$ cat src/safl_pkg.sv
// shared types and constants for the signal aspect fade led driver
// no dependencies
package safl_pkg;

  localparam int NUM_ASPECTS = 8;
  localparam int NUM_PINS    = 4;
  localparam int BLINK_BIT   = 10;

  localparam logic [7:0] FADE_INTERVAL_RESET = 8'd20;
  localparam logic [3:0] SWITCH_STEP         = 4'd7;
  localparam logic [3:0] LAST_STEP           = 4'd15;
  localparam logic [3:0] PWM_TOP             = 4'd8;

  typedef enum logic [1:0] {
    FUNC_SET_CHANNEL = 2'd0,
    FUNC_TICK        = 2'd1,
    FUNC_REQUEST     = 2'd2,
    FUNC_UNUSED      = 2'd3
  } func_t;

  typedef enum logic [1:0] {
    CODE_OFF   = 2'd0,
    CODE_LOW   = 2'd1,
    CODE_HIGH  = 2'd2,
    CODE_BLINK = 2'd3
  } pin_code_t;

  typedef enum logic [1:0] {
    REG_MAP_LOW       = 2'd0,
    REG_MAP_HIGH      = 2'd1,
    REG_DIM_TABLE     = 2'd2,
    REG_FADE_INTERVAL = 2'd3
  } cfg_reg_t;

  typedef struct packed {
    logic [63:0] map_low;
    logic [63:0] map_high;
    logic [59:0] dim_table;
    logic [7:0]  fade_interval;
  } cfg_t;

  // aspect and fade step as they stand after the current transfer
  typedef struct packed {
    logic [2:0] aspect;
    logic [3:0] fade_step;
  } fade_view_t;

endpackage

$ cat src/safl_ctrl.sv
// channel bits, aspect selection and fade sequencing
// depends on safl_pkg
module safl_ctrl (
  input  logic                 clk,
  input  logic                 rst,
  input  logic                 take,
  input  safl_pkg::func_t      func,
  input  logic [3:0]           ln_channel,
  input  logic                 ln_level,
  input  logic [3:0]           aspect_request,
  input  logic [31:0]          now_ms,
  input  logic [7:0]           fade_interval,
  output safl_pkg::fade_view_t view_next,
  output logic [7:0]           bits_next,
  output logic                 ok
);

  logic [7:0]  channel_bits;
  logic [2:0]  current_aspect;
  logic [2:0]  pending_aspect;
  logic [3:0]  fade_step;
  logic        fade_active;
  logic [31:0] fade_stamp;

  logic [2:0]  aspect_next;
  logic [2:0]  pending_next;
  logic [3:0]  step_next;
  logic        active_next;
  logic [31:0] stamp_next;

  logic [7:0]  bits_set;
  logic        req_hit;
  logic [2:0]  req_val;
  logic [31:0] elapsed;
  logic [3:0]  step_inc;

  always_comb begin
    bits_set = channel_bits;
    bits_set[ln_channel[2:0]] = ln_level;
    elapsed  = now_ms - fade_stamp;
    step_inc = fade_step + 4'd1;

    bits_next    = channel_bits;
    aspect_next  = current_aspect;
    pending_next = pending_aspect;
    step_next    = fade_step;
    active_next  = fade_active;
    stamp_next   = fade_stamp;
    ok           = 1'b1;
    req_hit      = 1'b0;
    req_val      = 3'd0;

    case (func)
      safl_pkg::FUNC_SET_CHANNEL: begin
        if (!ln_channel[3]) begin
          bits_next = bits_set;
          if (bits_set inside {8'd0, 8'd4}) begin
            req_hit = 1'b1;
            req_val = 3'd0;
          end else if (bits_set inside {8'd1, 8'd5}) begin
            req_hit = 1'b1;
            req_val = 3'd3;
          end else if (bits_set == 8'd2) begin
            req_hit = 1'b1;
            req_val = 3'd4;
          end
        end
      end
      safl_pkg::FUNC_REQUEST: begin
        ok      = aspect_request < 4'(safl_pkg::NUM_ASPECTS);
        req_hit = ok;
        req_val = aspect_request[2:0];
      end
      safl_pkg::FUNC_TICK: begin
        if (fade_active && elapsed > {24'd0, fade_interval}) begin
          step_next  = step_inc;
          stamp_next = now_ms;
          if (step_inc == safl_pkg::SWITCH_STEP) begin
            aspect_next = pending_aspect;
          end else if (step_inc == safl_pkg::LAST_STEP) begin
            step_next   = 4'd0;
            active_next = 1'b0;
          end
        end
      end
      default: begin
      end
    endcase

    // a new aspect restarts the fade
    if (req_hit && req_val != current_aspect) begin
      active_next  = 1'b1;
      stamp_next   = now_ms;
      step_next    = 4'd0;
      pending_next = req_val;
    end

    view_next.aspect    = aspect_next;
    view_next.fade_step = step_next;
  end

  always_ff @(posedge clk) begin
    if (rst) begin
      channel_bits   <= '0;
      current_aspect <= '0;
      pending_aspect <= '0;
      fade_step      <= '0;
      fade_active    <= 1'b0;
      fade_stamp     <= '0;
    end else if (take) begin
      channel_bits   <= bits_next;
      current_aspect <= aspect_next;
      pending_aspect <= pending_next;
      fade_step      <= step_next;
      fade_active    <= active_next;
      fade_stamp     <= stamp_next;
    end
  end

endmodule

$ cat src/safl_pins.sv
// multiplex phase, pwm dimming and per-pin drive from the aspect table
// depends on safl_pkg
module safl_pins (
  input  logic                                clk,
  input  logic                                rst,
  input  logic                                take,
  input  logic                                is_tick,
  input  logic                                blink,
  input  safl_pkg::fade_view_t                view_next,
  input  safl_pkg::cfg_t                      cfg,
  output logic [safl_pkg::NUM_PINS-1:0]       en_next,
  output logic [safl_pkg::NUM_PINS-1:0]       lvl_next
);

  logic                          phase;
  logic [3:0]                    pwm_count;
  logic [safl_pkg::NUM_PINS-1:0] pin_en_reg;
  logic [safl_pkg::NUM_PINS-1:0] pin_lvl_reg;

  logic                          phase_next;
  logic [3:0]                    pwm_next;
  logic [3:0]                    level;
  logic [63:0]                   map;
  logic [4:0]                    slot;
  safl_pkg::pin_code_t           code;

  always_comb begin
    phase_next = phase;
    pwm_next   = pwm_count;
    en_next    = pin_en_reg;
    lvl_next   = pin_lvl_reg;
    slot       = '0;
    code       = safl_pkg::CODE_OFF;
    map        = view_next.aspect[2] ? cfg.map_high : cfg.map_low;
    level      = (view_next.fade_step == safl_pkg::LAST_STEP) ? 4'd0 :
                 cfg.dim_table[{view_next.fade_step, 2'b00} +: 4];

    if (is_tick) begin
      phase_next = ~phase;
      if (!phase) begin
        pwm_next = (pwm_count >= safl_pkg::PWM_TOP) ? 4'd0 : pwm_count + 4'd1;
      end
      if (pwm_next > level) begin
        en_next = '0;
      end else begin
        for (int i = 0; i < safl_pkg::NUM_PINS; i++) begin
          slot = {view_next.aspect[1:0], phase, 2'(i)};
          code = safl_pkg::pin_code_t'(map[{slot, 1'b0} +: 2]);
          case (code)
            safl_pkg::CODE_OFF: begin
              en_next[i] = 1'b0;
            end
            safl_pkg::CODE_LOW: begin
              en_next[i]  = 1'b1;
              lvl_next[i] = 1'b0;
            end
            safl_pkg::CODE_HIGH: begin
              en_next[i]  = 1'b1;
              lvl_next[i] = 1'b1;
            end
            default: begin
              en_next[i]  = ~blink;
              lvl_next[i] = 1'b0;
            end
          endcase
        end
      end
    end
  end

  always_ff @(posedge clk) begin
    if (rst) begin
      phase       <= 1'b0;
      pwm_count   <= '0;
      pin_en_reg  <= '0;
      pin_lvl_reg <= '0;
    end else if (take) begin
      phase       <= phase_next;
      pwm_count   <= pwm_next;
      pin_en_reg  <= en_next;
      pin_lvl_reg <= lvl_next;
    end
  end

endmodule

$ cat src/signal_aspect_fade_led_driver.sv
// top level of the signal aspect fade led driver: config registers, result register
// depends on safl_pkg, safl_ctrl, safl_pins
//
// One result per input item, one item per clock. An item is worked out in a single
// pass of shallow logic (one 32-bit elapsed-time subtract and compare, table selects)
// and lands in a result register together with the state update; in_ready stays high
// while the result register is empty or being taken, so a transfer can happen every
// cycle. out_valid rises in the cycle after an input transfer. Configuration is taken
// at once through cfg_we; write it only while the block is idle.
module signal_aspect_fade_led_driver (
  input  logic        clk,
  input  logic        rst,
  input  logic        in_valid,
  output logic        in_ready,
  input  logic [1:0]  func,
  input  logic [3:0]  ln_channel,
  input  logic        ln_level,
  input  logic [3:0]  aspect_request,
  input  logic [31:0] now_ms,
  output logic        out_valid,
  input  logic        out_ready,
  output logic [3:0]  pin_enable,
  output logic [3:0]  pin_high,
  output logic [2:0]  shown_aspect,
  output logic [7:0]  ln_bits,
  output logic        accepted,
  input  logic        cfg_we,
  input  logic [1:0]  cfg_index,
  input  logic [63:0] cfg_data
);

  safl_pkg::cfg_t       cfg;
  safl_pkg::fade_view_t view_next;
  logic                 take;
  logic [7:0]           bits_next;
  logic                 ok;
  logic [3:0]           en_next;
  logic [3:0]           lvl_next;

  assign in_ready = !out_valid || out_ready;
  assign take     = in_valid && in_ready;

  always_ff @(posedge clk) begin
    if (rst) begin
      cfg.map_low       <= '0;
      cfg.map_high      <= '0;
      cfg.dim_table     <= '0;
      cfg.fade_interval <= safl_pkg::FADE_INTERVAL_RESET;
    end else if (cfg_we) begin
      case (safl_pkg::cfg_reg_t'(cfg_index))
        safl_pkg::REG_MAP_LOW:   cfg.map_low   <= cfg_data;
        safl_pkg::REG_MAP_HIGH:  cfg.map_high  <= cfg_data;
        safl_pkg::REG_DIM_TABLE: cfg.dim_table <= cfg_data[59:0];
        default:                 cfg.fade_interval <= cfg_data[7:0];
      endcase
    end
  end

  safl_ctrl u_ctrl (
    .clk            (clk),
    .rst            (rst),
    .take           (take),
    .func           (safl_pkg::func_t'(func)),
    .ln_channel     (ln_channel),
    .ln_level       (ln_level),
    .aspect_request (aspect_request),
    .now_ms         (now_ms),
    .fade_interval  (cfg.fade_interval),
    .view_next      (view_next),
    .bits_next      (bits_next),
    .ok             (ok)
  );

  safl_pins u_pins (
    .clk       (clk),
    .rst       (rst),
    .take      (take),
    .is_tick   (safl_pkg::func_t'(func) == safl_pkg::FUNC_TICK),
    .blink     (now_ms[safl_pkg::BLINK_BIT]),
    .view_next (view_next),
    .cfg       (cfg),
    .en_next   (en_next),
    .lvl_next  (lvl_next)
  );

  // result register
  always_ff @(posedge clk) begin
    if (rst) begin
      out_valid <= 1'b0;
    end else if (take) begin
      out_valid <= 1'b1;
    end else if (out_ready) begin
      out_valid <= 1'b0;
    end
  end

  always_ff @(posedge clk) begin
    if (take) begin
      pin_enable   <= en_next;
      pin_high     <= lvl_next;
      shown_aspect <= view_next.aspect;
      ln_bits      <= bits_next;
      accepted     <= ok;
    end
  end

endmodule

$ cat config.mk
export PLATFORM = sky130hd
export DESIGN_NAME = signal_aspect_fade_led_driver
export DESIGN_NICKNAME = d
export VERILOG_FILES = /design/src/safl_pkg.sv /design/src/safl_ctrl.sv /design/src/safl_pins.sv /design/src/signal_aspect_fade_led_driver.sv
export SDC_FILE = /design/constraint.sdc
export NUM_CORES = 1
export LEC_CHECK = 0
export BUFFER_PORTS_ARGS = -buffer_cell sky130_fd_sc_hd__buf_2
export CORE_MARGIN = 1
export CORE_UTILIZATION = 41
export DETAILED_ROUTE_END_ITERATION = 16
export PLACE_DENSITY = 0.55
export SLEW_MARGIN = 25
export SYNTH_ARGS = -nofsm -noshare
export SYNTH_HDL_FRONTEND = slang
export SYNTH_SLANG_ARGS = --single-unit
$ cat constraint.sdc
create_clock -name clk -period 8.95 [get_ports clk]
set_clock_uncertainty 0.1 [all_clocks]
set_input_delay 1.79 -clock clk [delete_from_list [all_inputs] [get_ports clk]]
set_output_delay 1.79 -clock clk [all_outputs]
set_load 0.1 [all_outputs]
==> results.yml, run 1 <==
logic_synthesis:
  synth-seq-area-share_pct: 38.7
  yosysTopAreaCellShare_pct: 34.7
  synth.distinct_cells: 83
  yosys-top-cells-count: "nand2_1 (503), a21oi_1 (292), dfxtp_1 (261), nor2_1 (144), clkbuf_1 (92)"
  synth.most_common_cell: "nand2_1"
  yosys-top-cells-area: "dfxtp_1 (35%), nand2_1 (13%), a21oi_1 (9.7%)"
  synth_area_leader_cell: "dfxtp_1"
  synthesis.nets: 2069
  ys_ff_latch: 281
  synth_edf_count: 20
  synth-async-reset-ratio_pct: 0
  syn_inst: 1895
  ys.flop_type: "dfxtp_1"
  synth_warnings: 0
  syn_area_um2: 15100
  syn_area_per_cell_um2: 7.95
worst_setup_path:
  reg2regPathDepth: 31
  worst_path_max_delay_cell: "mux4_2"
  crit_start: "now_ms[0]"
  cp.arrival_ns: 8.51
  crit_top_cell: "ha_1"
  max_stage_delay_ns: 0.52
  worstPathMaxFanout: 9
  critPathCaptureType: "flip-flop"
  path_class: "primary input to flip-flop"
  setup.worst_path.start_class: "primary input"
  r2r_start: "u_ctrl.fade_stamp[0]"
  r2r_slack_ns: 1.88
  crit_required_ns: 9.31
  r2r_end: "u_pins.pin_lvl_reg[1]"
drt:
  wire_per_inst_um: 17.8
  ant_nets: 0
  wl_mm: 43.8
  drcViolationCount: 0
  vias: 13400
  drtPass1Iterations: 7
  viasPerCell: 5.43
  drt-initial-drc-count: 876
cells_and_area:
  top_regs: "cfg (196), u_ctrl.fade_stamp (32)"
  utilization_pct: 48.0
  drive_above_1_share_pct: 15.5
  stdcell_area_um2: 17200
  fill_cells: 3644
  largest_reg_flops: 196
  area_growth_syn_to_layout_pct: 14.0
  fin_nets: 2151
  antennaDiodeCount: 0
  top_register: "cfg"
sta:
  max-slew-margin-rel_pct: 35.3
  period_share_pct: 91.0
  rsz0062_at_grt: "false"
  min_period_ns: 8.14
  finalSetupTns_ns: 0
  setup_viol: 0
  hold_viol_final: 0
  max_freq_mhz: 123
  slew_violations: 0
  worst_pin_slew_ns: 0.970
grt:
  use_met2_pct: 36.4
  grtUsageTotal_pct: 23.3
  antenna_found_initial: 3
  use_met3_pct: 4.33
  grt_use_met1_pct: 32.2
  grt_pass1_vias: 12700
  overflow: 0
  grt_max_degree: 102
  grt_first_pass_wirelength_mm: 69.5
  gr-max-usage-layer: "met2"
placement:
  dp_hpwl_mm: 31.1
  routabilityCongestion: 0.883
  placed_area_um2: 16100
  numPortBuffers: 135
hold_path:
  min_path_type: "flip-flop to flip-flop"
  hold_end: "cfg[99]"
  min_from: "cfg[99]"
  whs_path_depth: 2
clock_tree:
  clk_path_buf_depth: 3
  cts_buffers: 35
  cts.htree.levels: 2
  cts_tree: "built"
  cts_resized: 0
  cts.sinks: 281
  hold_buffers: 0
  clockRootBuffer: "clkbuf_16"
  clock_latency_ns: 0.54
  post_cts_buffers: 0
  clkTransAtPathRegs_ns: 0.06
die:
  io_pins: 136
  initial_utilization_pct: 42.1
  dieArea_um2: 37500
  die_y_um: 194
  die_x_um: 194
  fp-row-count: 69
  core_area_um2: 35800
run:
  max_cap_violations: 0
power_and_ir_drop:
  power_density_nw_per_um2: 184
  power.total_mw: 3.16
  leakagePower_nw: 6.42
  irDropWorstVdd_uv: 143
run_status:
  status: "completed"
## critical path: cells and delay by family
kind / cells / cell delay (ns)
compound gates: 11 / 2.20
xor+xnor: 1 / 0.14
fa+ha+maj: 4 / 1.19
buf+inv: 4 / 0.54
mux: 2 / 0.79
simple gates: 11 / 1.85
## worst max-delay path by stage
stage / to / slack [ns] / cells after the start
after CTS: u_pins.pin_lvl_reg[1] / 0.82 / 33
after floorplan: pin_high[1] / 1.03 / 33
after detailed placement: u_pins.pin_lvl_reg[1] / 0.27 / 33
after global placement: u_pins.pin_lvl_reg[1] / 0.43 / 33
after global routing: u_pins.pin_lvl_reg[1] / 0.38 / 33
final: u_pins.pin_lvl_reg[1] / 0.81 / 33
## metal layers
layer | vias to the layer above | part of all wire [%]
met1 | 6266 | 47
met4 | 4 | 2.8
li1 | 6692 | -
met3 | 74 | 5.3
met2 | 345 | 45
met5 | - | 0.057
## final cells by class
| cell class | instances | area (um^2) | share of cell area (%) |
|---|---|---|---|
| multi-input cells | 1418 | 8490 | 49.4 |
| flip-flops and latches | 281 | 5830 | 33.9 |
| clock buffers | 46 | 987 | 5.75 |
| repair buffers | 157 | 866 | 5.04 |
| well taps | 461 | 577 | 3.36 |
| inverters | 84 | 315 | 1.83 |
| clock inverters | 16 | 124 | 0.721 |
## kinds of logic after synthesis
| group | share of synthesized area (%) |
|---|---|
| mux | 9.77 |
| compound gates | 18.9 |
| buf+inv | 5.30 |
| fa+ha+maj | 5.03 |
| simple gates | 21.2 |
| xor+xnor | 1.10 |
| flops | 38.7 |
## placed cells by master (no fill, tap or decap), drive strengths merged, types with 9 or more instances in the layout
| master | netlist | routed |
|---|---|---|
| edfxtp | 20 | 20 |
| buf | 19 | 156 |
| nor2b | 12 | 12 |
| o21a | 11 | 11 |
| ha | 59 | 59 |
| xor2 | 11 | 11 |
| a21oi | 304 | 304 |
| nor2 | 144 | 144 |
| a31oi | 9 | 9 |
| nand2b | 17 | 17 |
| mux4 | 35 | 35 |
| nor3 | 23 | 23 |
| o21ai | 48 | 48 |
| mux2i | 41 | 41 |
| clkbuf | 93 | 47 |
| inv | 84 | 87 |
| a211oi | 11 | 11 |
| nand2 | 504 | 504 |
| nand4 | 16 | 16 |
| clkinv | 0 | 11 |
| nand3 | 11 | 11 |
| dfxtp | 261 | 261 |
| mux2 | 24 | 24 |
| a21o | 10 | 10 |
## where the power goes
group | switching (mW) | total (mW) | internal (mW) | leakage [nW]
registers | 0.0233 | 1.33 | 1.31 | 2.32
logic | 0.306 | 0.462 | 0.156 | 3.55
clock network | 0.562 | 1.37 | 0.809 | 0.551
## metrics by stage
stage                     cells  hold slack, ns  setup WS (ns)
after floorplan            1895           0.333           1.03
after global placement     2401           0.338          0.434
after detailed placement   2401           0.346          0.274
after CTS                  2463           0.354          0.824
after global routing       2463           0.363          0.377
final                      2463           0.353          0.806
No activity file was read; power rests on OpenSTA's default activity.
==> inputs of run 2 (changes only) <==
RECOVER_POWER = 50   (was unset)
clock period = 8 ns   (was 8.95 ns; I/O delays follow)
==> run 2 against run 1 <==
  * Count of clock-buffer cells in the layout rose by 2
  * Core utilization rose by 0.098 points
  * Non-clock buffer count rose by 7
  * Critical path depth did not move
  * Die area did not move
  * Largest power group unchanged
  * Wire length fell by 0.18%
  * Worst hold slack got worse by 0.0017 ns
  * The run now ends with capacitance limit, slew limit left
  * Sequential power rose by 12%
  * Clock power rose by 12%
  * First-iteration DRC count rose by 2.5%
  * Global-route usage fell by 0.084 points
==> results.yml, run 2 (synthesis gave the netlist of run 1 again) <==
power_and_ir_drop:
  p_int_mw: 2.53
  power.switching_mw: 1.00
  p_seq_share_pct: 42.2
  clockPowerShare_pct: 43.2
  irDropWorstVdd_uv: 216
  pwr-share-comb_pct: 14.6
  power_density_nw_per_um2: 205
  leakagePower_nw: 6.44
  swShare_pct: 28.3
cells_and_area:
  antennaDiodeCount: 0
  fin_nets: 2157
  drive_above_1_share_pct: 15.2
  final_common_cell: "nand2_1"
  largest_reg_flops: 196
  area_growth_syn_to_layout_pct: 14.2
  layout_common_cells: "nand2_1 (503), a21oi_1 (290), dfxtp_1 (260), nor2_1 (142), buf_2 (132)"
  stdcell_area_um2: 17200
  finalNonFillerCells: 2470
  top_regs: "cfg (196), u_ctrl.fade_stamp (32)"
  top_register: "cfg"
clock_tree:
  hold_buffers: 0
  cts_buffers: 34
  cts_tree: "built"
  clock_latency_ns: 0.54
  clkTransAtPathRegs_ns: 0.06
  clk_path_buf_depth: 3
  cts.sinks: 281
  cts.htree.levels: 2
  clockRootBuffer: "clkbuf_16"
hold_path:
  whs_path_depth: 2
  min_from: "cfg[161]"
  min_path_type: "flip-flop to flip-flop"
  hold_end: "cfg[161]"
die:
  die_x_um: 194
  initial_utilization_pct: 42.1
  die_y_um: 194
  dieArea_um2: 37500
  core_area_um2: 35800
  fp-row-count: 69
  io_pins: 136
worst_setup_path:
  worstPathMaxFanout: 8
  path_class: "primary input to flip-flop"
  r2r_slack_ns: 1.42
  r2r_end: "u_pins.pin_lvl_reg[1]"
  r2r_start: "u_ctrl.fade_stamp[0]"
  setup.worst_path.start_class: "primary input"
  worst_path_max_delay_cell: "mux4_2"
  critPathCaptureType: "flip-flop"
  crit_start: "now_ms[0]"
  max_stage_delay_ns: 0.51
  crit_required_ns: 8.34
  crit_top_cell: "ha_1"
  reg2regPathDepth: 31
  cp.arrival_ns: 7.81
sta:
  hold_viol_final: 0
  max-slew-margin-rel_pct: -122
  slew_violations: 191
  max_freq_mhz: 134
  period_share_pct: 93.3
  worst_pin_slew_ns: 3.33
  rsz0062_at_grt: "true"
  min_period_ns: 7.46
  setup_viol: 0
grt:
  grtUsageTotal_pct: 23.2
  grt_first_pass_wirelength_mm: 70.0
  antenna_found_initial: 1
  overflow: 0
  grt_max_degree: 104
  grt_pass1_vias: 12500
placement:
  dp_hpwl_mm: 31.1
  placed_area_um2: 16100
  dp.cells: 2408
  numPortBuffers: 135
  routabilityCongestion: 0.903
run:
  max_cap_violations: 3
run_status:
  status: "complete, but fails checks"
  violations: "capacitance limit, slew limit"
drt:
  vias: 13300
  wire_per_inst_um: 17.7
  drcViolationCount: 0
  drtPass1Iterations: 5
  viasPerCell: 5.39
  drt-initial-drc-count: 898
  wl_mm: 43.8
  ant_nets: 0
==> run 2: worst max path at each step <==
| stage | end | slack (ns) | cells past startpoint |
|---|---|---|---|
| after floorplan | pin_high[1] | 0.27 | 33 |
| after global placement | u_pins.pin_lvl_reg[1] | 0.11 | 33 |
| after detailed placement | u_pins.pin_lvl_reg[1] | -0.08 | 33 |
| after CTS | u_pins.pin_lvl_reg[1] | 0.48 | 33 |
| after global routing | u_pins.pin_lvl_reg[1] | -0.03 | 33 |
| final | u_pins.pin_lvl_reg[1] | 0.54 | 33 |
==> run 2: area by class of cell <==
type	instances	area, um^2
clock inverter	14	166
sequential	281	5830
fill	3580	18600
clock buffer	48	933
tap	461	577
multi-input combinational	1418	8490
timing repair buffer	164	905
inverter	84	315
==> run 2: layer usage <==
| layer | up-vias | track usage (%) | routed length (um) |
|---|---|---|---|
| met1 | 6289 | 32.4 | 21000 |
| met4 | 2 | 6.25 | 898 |
| li1 | 6696 | - | - |
| met5 | - | 0 | 11 |
| met2 | 269 | 37.2 | 20000 |
| met3 | 57 | 3.36 | 1840 |
==> run 2: metrics by stage <==
stage	hold slack [ns]	setup TNS [ns]	setup slack [ns]	total power, mW	util, %
after floorplan	0.333	0	0.274	1.87	-
after global placement	0.339	0	0.112	2.03	45.0
after detailed placement	0.343	-0.160	-0.0823	2.04	45.0
after CTS	0.351	0	0.477	3.58	48.1
after global routing	0.369	-0.0344	-0.0344	3.70	48.1
final	0.351	0	0.539	3.53	48.1
==> run 2: worst max-delay path: cells and delay by family <==
family	cells	cell delay (ns)
AO/OA/AOI/OAI	11	1.81
XOR/XNOR	1	0.12
adder cells (fa/ha/maj)	4	1.19
buffers and inverters	4	0.52
multiplexers	2	0.78
AND/OR/NAND/NOR	11	1.78
==> run 2: power by group through the flow <==
stage	logic, mW	clock network [mW]	registers (mW)
floorplan	0.318	0	1.56
global placement	0.512	0	1.52
detailed placement	0.515	0	1.52
CTS	0.518	1.57	1.49
global route	0.570	1.63	1.50
finish	0.517	1.53	1.49
==> run 2: what timing repair did <==
| action | in CTS | in global routing |
|---|---|---|
| setup endpoints to repair | 0 | 8 |
| gates resized for setup | 0 | 2 |
| buffers inserted | 0 | 0 |
